===== src/rtl/core/ssc_pkg.sv =====
// Shared types and constants for the subset-sum counter.
`default_nettype none
package ssc_pkg;
    localparam int MAX_ITEMS_DEF  = 16;
    localparam int VALUE_BITS_DEF = 32;
    localparam int TARGET_BITS    = 48;
    localparam int COUNT_BITS     = 16;
    localparam int CHOSEN_BITS    = 5;

    // Register indexes on the configuration port, one register per 8 bytes.
    localparam logic REG_TARGET = 1'b0;
    localparam logic REG_CHOSEN = 1'b1;

    // Commands from controller to datapath.
    typedef struct packed {
        logic clear_total;   // zero match total
        logic load_remain;   // compute remainder and chosen checks
        logic clr_sel;       // restart subset selector
        logic step_sel;      // advance subset selector
        logic acc_clr;       // clear running subset sum
        logic acc_step;      // add one item into running sum
        logic wr_left;       // write finished sum into left table
        logic wr_right;      // write finished sum into right table
        logic rd_addr_sel;   // table read address select
        logic cmp_step;      // compare and count
    } ssc_cmd_t;

    typedef struct packed {
        logic bad;           // chosen index or value makes count zero
        logic bit_done;      // running sum covered all items of half
        logic sel_done;      // all subsets of half enumerated
        logic pair_done;     // every left sum paired with every right sum
    } ssc_stat_t;
endpackage
`default_nettype wire


===== src/rtl/core/ssc_ctrl.sv =====
// Controller state machine sequencing load, enumeration and match phases.
`default_nettype none
module ssc_ctrl
    import ssc_pkg::*;
(
    input  wire logic      clk,
    input  wire logic      rst_n,
    input  wire logic      start,
    input  wire logic      out_free,
    input  wire ssc_stat_t stat,
    output ssc_cmd_t       cmd,
    output logic           busy,
    output logic           done
);
    typedef enum logic [7:0] {
        S_IDLE  = 8'b00000001,
        S_CHK   = 8'b00000010,
        S_LSUM  = 8'b00000100,
        S_LWR   = 8'b00001000,
        S_RSUM  = 8'b00010000,
        S_RWR   = 8'b00100000,
        S_MATCH = 8'b01000000,
        S_DONE  = 8'b10000000
    } state_t;

    state_t state_reg, state_next;

    always_ff @(posedge clk or negedge rst_n)
    begin
        if (!rst_n)
            state_reg <= S_IDLE;
        else
            state_reg <= state_next;
    end

    always_comb
    begin
        cmd        = '0;
        state_next = state_reg;
        done       = 1'b0;
        busy       = (state_reg != S_IDLE);
        case (state_reg)
            S_IDLE:
            begin
                if (start)
                begin
                    cmd.load_remain = 1'b1;
                    cmd.clear_total = 1'b1;
                    cmd.clr_sel     = 1'b1;
                    cmd.acc_clr     = 1'b1;
                    state_next      = S_CHK;
                end
            end
            S_CHK:
            begin
                state_next = stat.bad ? S_DONE : S_LSUM;
            end
            S_LSUM:
            begin
                if (stat.sel_done)
                begin
                    cmd.clr_sel  = 1'b1;
                    cmd.wr_right = 1'b1;
                    cmd.acc_clr  = 1'b1;
                    state_next   = S_RSUM;
                end
                else if (stat.bit_done)
                    state_next = S_LWR;
                else
                    cmd.acc_step = 1'b1;
            end
            S_LWR:
            begin
                cmd.wr_left  = 1'b1;
                cmd.step_sel = 1'b1;
                cmd.acc_clr  = 1'b1;
                state_next   = S_LSUM;
            end
            S_RSUM:
            begin
                if (stat.sel_done)
                begin
                    cmd.rd_addr_sel = 1'b1;
                    state_next      = S_MATCH;
                end
                else if (stat.bit_done)
                    state_next = S_RWR;
                else
                    cmd.acc_step = 1'b1;
            end
            S_RWR:
            begin
                cmd.wr_right = 1'b1;
                cmd.step_sel = 1'b1;
                cmd.acc_clr  = 1'b1;
                state_next   = S_RSUM;
            end
            S_MATCH:
            begin
                cmd.rd_addr_sel = 1'b1;
                if (stat.pair_done)
                    state_next = S_DONE;
                else
                    cmd.cmp_step = 1'b1;
            end
            S_DONE:
            begin
                if (out_free)
                begin
                    done       = 1'b1;
                    state_next = S_IDLE;
                end
            end
            default:
            begin
                state_next = S_IDLE;
            end
        endcase
    end
endmodule
`default_nettype wire


===== config.mk =====
export PLATFORM = sky130hd
export DESIGN_NAME = ssc_ctrl
export DESIGN_NICKNAME = d
export VERILOG_FILES = /design/src/rtl/core/ssc_pkg.sv /design/src/rtl/core/ssc_ctrl.sv
export SDC_FILE = /design/constraint.sdc
export NUM_CORES = 1
export LEC_CHECK = 0
export BUFFER_PORTS_ARGS = -buffer_cell sky130_fd_sc_hd__buf_2
export CELL_PAD_IN_SITES_DETAIL_PLACEMENT = 2
export CELL_PAD_IN_SITES_GLOBAL_PLACEMENT = 2
export CORE_MARGIN = 8
export CORE_UTILIZATION = 28
export DETAILED_ROUTE_END_ITERATION = 10
export GPL_TIMING_DRIVEN = 0
export PLACE_DENSITY = 0.79
export SYNTH_ARGS = -nofsm -noshare
export SYNTH_HDL_FRONTEND = slang
export SYNTH_SLANG_ARGS = --single-unit

===== constraint.sdc =====
create_clock -name clk -period 2 [get_ports clk]
set_input_delay 0.3 -clock clk [delete_from_list [all_inputs] [get_ports clk]]
set_output_delay 0.3 -clock clk [all_outputs]
set_load 0.05 [all_outputs]

# == Word level (Yosys, flattened, before mapping) ==
# Cells that the tools add are included.
# W data, S select, Z words.
# totals
elab_cells,44
ff_bits,8
output_inout_bits,12
# classes
n_reduce_logical,3
mux,26
n_eq_ne,14
# ops
operator,n
$mux W8,8
$pmux W8 S8,1
$mux W1,11
$eq A8 B1 Y1 const B,1
$eq A8 B2 Y1 const B,1
$eq A8 B3 Y1 const B,1
$eq A8 B4 Y1 const B,1
$eq A8 B5 Y1 const B,1
$eq A8 B6 Y1 const B,1
$eq A8 B7 Y1 const B,1
$eq A8 B8 Y1 const B,1
$ne A8 B1 Y1 const B,1
$ne A2 B2 Y1 const B,3
$ne A3 B3 Y1 const B,2
$pmux W1 S2,3
$reduce_and A5 Y1,1
$reduce_or A2 Y1,2
$mux W3,1
$pmux W1 S3,1
$mux W2,1

# == Longest topological paths before layout ==
# Gate-level depths: netlist of the first run.
# logic_depth
depth_word,3
mapped_depth,5

# == Least setup slack after synthesis of the first run ==
# OpenSTA, ideal clock, no wires.
# synth_timing
kind,flip-flop to output port
start,reg state_reg[7]
end,out cmd[5] (netlist bit)
arrival_ns,3.182
stages_incl_launch_ff,4
slack_ns,-1.482
required_time_ns,1.700
cell_sequence,dfrtp_1 -> or4_4 -> nor4_1 -> or3_1
# synth_rtl
element,line_no,source
start: declaration,ssc_ctrl.sv:26,"state_t state_reg, state_next;"
start signal: assignment,ssc_ctrl.sv:33,state_reg <= state_next;
end: declaration,ssc_ctrl.sv:11,"output ssc_cmd_t cmd,"

==> results of run 1 <==
## power by group
group / leakage, µW / switching [µW] / internal (µW) / total, µW
Clock: 0.0000150 / 66.6 / 77.1 / 144
Sequential: 0.000102 / 18.6 / 198 / 216
Combinational: 0.000367 / 534 / 397 / 931
## layout make-up
class	instances	area, µm²
fillers	236	1049
multi-input cells	54	476.7
repair buffers	36	322.8
flip-flops and latches	8	205.2
plain buffers	6	43.79
well taps	28	35.03
clock buffers	4	26.28
inverters	3	11.26
## metal layers
metal / vias to the layer above / GRT usage, % / share of wire (%)
met5: - / 0 / 0
met4: 0 / 7.521 / 1.5
met3: 4 / 3.180 / 3.8
met2: 18 / 24.46 / 52
met1: 396 / 16.04 / 43
li1: 344 / - / -
## kinds of logic (layout without fill, tap and decap cells)
logic type,after synthesis,count (layout),share of synthesized area (%)
and+or+nand+nor,37,37,39.49
AOI/OAI and AO/OA,13,13,14.88
buffers and inverters,10,49,7.935
DFF,8,8,31.95
xor gates and xnor gates,3,3,4.167
muxes,1,1,1.587
## worst max-delay path: stages, from the launching register on
cell	delay, ns
dfrtp_2	0.42
or4_4	0.61
nor4_4	0.36
or3_4	0.20
buf_8	0.14
## final timing paths
kind,slack [ns],cells after the start,endpoint
max in group asynchronous,1.34,2,state_reg[0]
min reg2reg,0.75,2,state_reg[3]
min in group asynchronous,0.41,2,state_reg[7]
max,-0.29,4,cmd[5]
min,0.31,2,state_reg[6]
max reg2reg,0.03,5,state_reg[5]
## placed cells by master, fill, tap and decap left out, types with 3 or more instances in the layout
master,count
buf_6,7
nor2_1,5
clkbuf_4,3
inv_1,3
dfrtp_1,4
dfrtp_2,3
buf_4,16
buf_8,7
nor4_1,3
buf_2,8
## per-stage QoR
step	total power, µW	instance area, µm²
finish	1290	1121
global route	1354	1121
CTS	1203	1049
detailed placement	863.7	833.3
global placement	849.3	833.3
floorplan	726.5	703.2
## timing repair
item | CTS | global route
resized for setup | 36 | 5
hold buffers | 1 | 0
pin swaps | 8 | 6
endpoints found under the setup margin | 12 | 13
setup buffers | 9 | 8
endpoints found under the hold margin | 7 | 0
==> impl_metrics.toml, run 1 <==
[synthesis]
netlist_top_cells_area = "dfrtp_1, nor4_1, nor2_1, dfstp_2, nor4b_4"
synth_cells = 72
yosysWarnings = 0
syn_area_per_cell_um2 = 8.758
ys_ff_latch = 8
yosysMostFrequentCell = "nor2_1"
synth_top_area_cell = "dfrtp_1"
yosysSeqAreaShare_pct = 31.94
synth_top_area_share_pct = 27.78
synth_edf_count = 0
syn_area_um2 = 630.6
ys_async_sr_fraction_pct = 100.0
synthDistinctLibCells = 40
synth_top_cells_by_count = "nor2_1, dfrtp_1, nor4_1"
synth_fp_nets = 80
synthFlopType = "dfrtp_1"

[clocking]
cts_made_buffers = 3
path_clk_slew_ns = 0.06
cts_tree = "done"
cts-root-buf = "clkbuf_4"
cts_num_sinks = 8
cts_buffer_depth = 2
htree_levels = 1
clk_latency_ns = 0.26

[worst_hold_path]
hp-start = "stat[0]"
hold_path.class = "in -> reg"

[grt]
grt_pass1_vias = 850
track_usage_pct = 14.29
grt_pass1_wl_um = 4547
grt_overflow = 0
grt_antenna_before_repair = 0
grt_max_degree = 11

[route]
via_per_inst = 5.482
ant_nets = 0
dr.first_iter.drc_count = 13
post_drt_wl_per_cell_um = 21.04
drtPass1Iterations = 4
drc = 0
vias = 762
drt_wl_total_um = 2924

[worst_setup_path]
cp_data_required_time_ns = 1.70
cp.arrival_ns = 1.99
startpoint_type = "flop"
rr_startpoint = "state_reg[6]"
crit_fanout = 5
setup.worst_path.start = "state_reg[6]"
crit_path_end_kind = "primary output"
critical_path_class = "reg -> out"

[floorplan]
fp-row-count = 17
coreArea_mm2 = 0.002170
die_y_um = 63.46
dieArea_mm2 = 0.004027
fp.dieW_um = 63.46
pin_count = 20
initial_utilization_pct = 29.07

[sta]
slew_headroom_pct = 58.06
rsz0062_at_grt = "true"
period_minus_slack_ns = 2.295
report.final.slew_viol_count = 0
fin_crit_sh_pct = 114.7
fmax_mhz = 435.8
hold_slack_ns = 0.3106
fin_ws_ns = -0.2947
finalHoldViolCount = 0
finalSetupViolCount = 12
finalSetupTns_ns = -2.281
tightestPinTransition_ns = 0.6291
fin_worst_skew_ns = 0.001534

[placed_design]
place_hpwl_um = 1726
place_inst = 119
dp_slack_ns = -0.2159
io_buffers = 19
gp_congestion = 0.7151

[finish]
area_growth_syn_to_layout_pct = 77.78
final_nets = 120
instances_no_fill = 139
post-route-util_pct = 51.67
largest_reg_flops = 8
drive_gt1_share_pct = 57.66
diodes = 0

[power_and_ir_drop]
power_density_mw_per_mm2 = 1151
ir_drop_v = 0.0005495
p_leak_uw = 0.0004842

[job]
maxCapViolCount = 0

[run_status]
status = "finished, violations left"
violations = "negative setup slack"
Power figures use the tool's default switching activity.
==> run 2, diff against run 1 <==
--- a/config.mk
+++ b/config.mk
@@ -9,10 +9,11 @@
 export CELL_PAD_IN_SITES_DETAIL_PLACEMENT = 2
 export CELL_PAD_IN_SITES_GLOBAL_PLACEMENT = 2
 export CORE_MARGIN = 8
-export CORE_UTILIZATION = 28
+export CORE_UTILIZATION = 29
+export CTS_BUF_LIST = sky130_fd_sc_hd__clkbuf_4
 export DETAILED_ROUTE_END_ITERATION = 10
 export GPL_TIMING_DRIVEN = 0
-export PLACE_DENSITY = 0.79
+export PLACE_DENSITY = 0.82
 export SYNTH_ARGS = -nofsm -noshare
 export SYNTH_HDL_FRONTEND = slang
 export SYNTH_SLANG_ARGS = --single-unit
==> impl_metrics.toml, run 2 (synthesized netlist as in run 1, its figures left out) <==
[sta]
rsz0062_at_grt = "true"
fin_ws_ns = -0.2421
fmax_mhz = 446.0
fin_worst_skew_ns = 0.007224
tightestPinTransition_ns = 0.6145
finalHoldViolCount = 0
fin_crit_sh_pct = 112.1
period_minus_slack_ns = 2.242
finalSetupViolCount = 12
report.final.slew_viol_count = 0
slew_headroom_pct = 59.03

[worst_setup_path]
critPathSlowestCell = "or4_4"
setup.worst_path.start = "state_reg[5]"
startpoint_type = "flop"
crit_path_max_incr_delay_ns = 0.59
critical_path_class = "reg -> out"
rr_startpoint = "state_reg[7]"
r2r-end = "state_reg[2]"
cp-endpoint = "cmd[5]"
crit_path_end_kind = "primary output"
r2r_slack_ns = 0.07
crit_fanout = 4
cp_data_required_time_ns = 1.70
cp.arrival_ns = 1.94
r2r_cells = 6
path_cells = "or4_4 > nor2_4 > and4_4 > or3_4 > buf_8"

[route]
vias = 756
dr.first_iter.drc_count = 10
via_per_inst = 5.439
ant_nets = 0
drt_wl_total_um = 3164
drtPass1Iterations = 5
post_drt_wl_per_cell_um = 22.76
drc = 0

[finish]
final_nets = 120
drive_gt1_share_pct = 59.46
post-route-util_pct = 53.06
diodes = 0
layout_commonest_cell = "buf_4"
most-common-layout-cells = "buf_4, buf_2, buf_8"
largest_reg_flops = 8
area_growth_syn_to_layout_pct = 78.97
fillers = 225

[grt]
track_usage_pct = 15.57
grt_antenna_before_repair = 0
grt_pass1_wl_um = 4878
grt_pass1_vias = 856
grt_max_degree = 11
grt_overflow = 0

[power_and_ir_drop]
p_int_uw = 680.0
power_uw = 1319
power_density_mw_per_mm2 = 1169
pwr-share-clk_pct = 12.4
p_switching_uw = 639.4
ir_drop_v = 0.0005866
power_frac_comb_pct = 70.9
swShare_pct = 48.46
p_leak_uw = 0.0004915
power_frac_seq_pct = 16.6

[clocking]
cts_tree = "done"
path_clk_slew_ns = 0.07
cts_made_buffers = 3
clk_latency_ns = 0.27
htree_levels = 1
cts-root-buf = "clkbuf_4"
cts_buffer_depth = 2
cts_num_sinks = 8

[floorplan]
coreArea_mm2 = 0.002127
fp.dieW_um = 62.63
fp-row-count = 17
initial_utilization_pct = 29.65
pin_count = 20
die_y_um = 62.63
dieArea_mm2 = 0.003923

[worst_hold_path]
hold_depth = 2
hold_path.class = "in -> reg"

[run_status]
violations = "negative setup slack"
status = "finished, violations left"

[job]
maxCapViolCount = 0

[placed_design]
place_hpwl_um = 1796
gp_congestion = 0.7202
io_buffers = 19
## run 2: changes by cell type in the layout (fill, tap and decap cells not counted)
cell      before  now
nor2b_1        1    0
clkbuf_1       2    1
buf_4         16   18
nor2_4         2    3
buf_8          7    8
clkbuf_4       3    4
nor2_2         1    0
nor2b_2        0    1
buf_6          7    4
## run 2: through the flow
step           setup TNS (ns)  area (µm²)  hold slack (ns)  cells  worst slack (ns)
3_3_place_gp           -1.152       833.3           0.1585    119           -0.1875
2_1_floorplan          -1.010       703.2         0.004409     72           -0.3793
4_1_cts                -1.793        1074           0.2998    133           -0.2471
6_report               -2.099        1129           0.2987    139           -0.2421
5_1_grt                -2.724        1129           0.3165    139           -0.3128
3_5_place_dp           -1.365       833.3           0.1624    119           -0.2183
## run 2: worst max-delay path, delay by kind of cell, from the launching register on
family,cells,cell delay (ns)
and+or+nand+nor,4,1.13
DFF,1,0.40
buffers and inverters,1,0.14
## run 2: power groups by stage
stage                     Sequential, µW  Combinational (µW)  Clock, µW
after floorplan                      209                 517          0
after global placement               214                 635          0
after detailed placement             217                 649          0
after CTS                            216                 854        161
after global routing                 219                 987        174
final                                219                 936        164
## run 2: how the worst min path moves through the flow
stage	from	end	slack (ns)
global route	stat[0]	state_reg[6]	0.32
floorplan	rst_n	state_reg[1]	0.004
finish	stat[0]	state_reg[6]	0.30
detailed placement	rst_n	state_reg[4]	0.16
global placement	rst_n	state_reg[5]	0.16
CTS	stat[0]	state_reg[6]	0.30
## run 2: layer usage
metal	up-vias	GRT usage, %	wire, µm
li1	348	-	-
met1	380	16.92	1327
met2	24	28.46	1655
met3	4	3.405	141
met4	0	5.983	40
met5	-	0	0
## run 2: final cells by class
class	count	area, µm²	area share, %
clock buffers	4	30.03	2.661
flip-flops and latches	8	205.2	18.18
repair buffers	37	330.3	29.27
inverters	3	11.26	0.9978
plain buffers	5	32.53	2.882
well taps	28	35.03	3.104
multi-input cells	54	484.2	42.90
## run 2: repair_timing
item,4_1_cts,5_1_grt
cloned,0,0
hold buffers,1,0
resized for setup,39,4
setup buffers,10,7
endpoints found under the hold margin,7,0
endpoints found under the setup margin,12,13
pin swaps,7,5
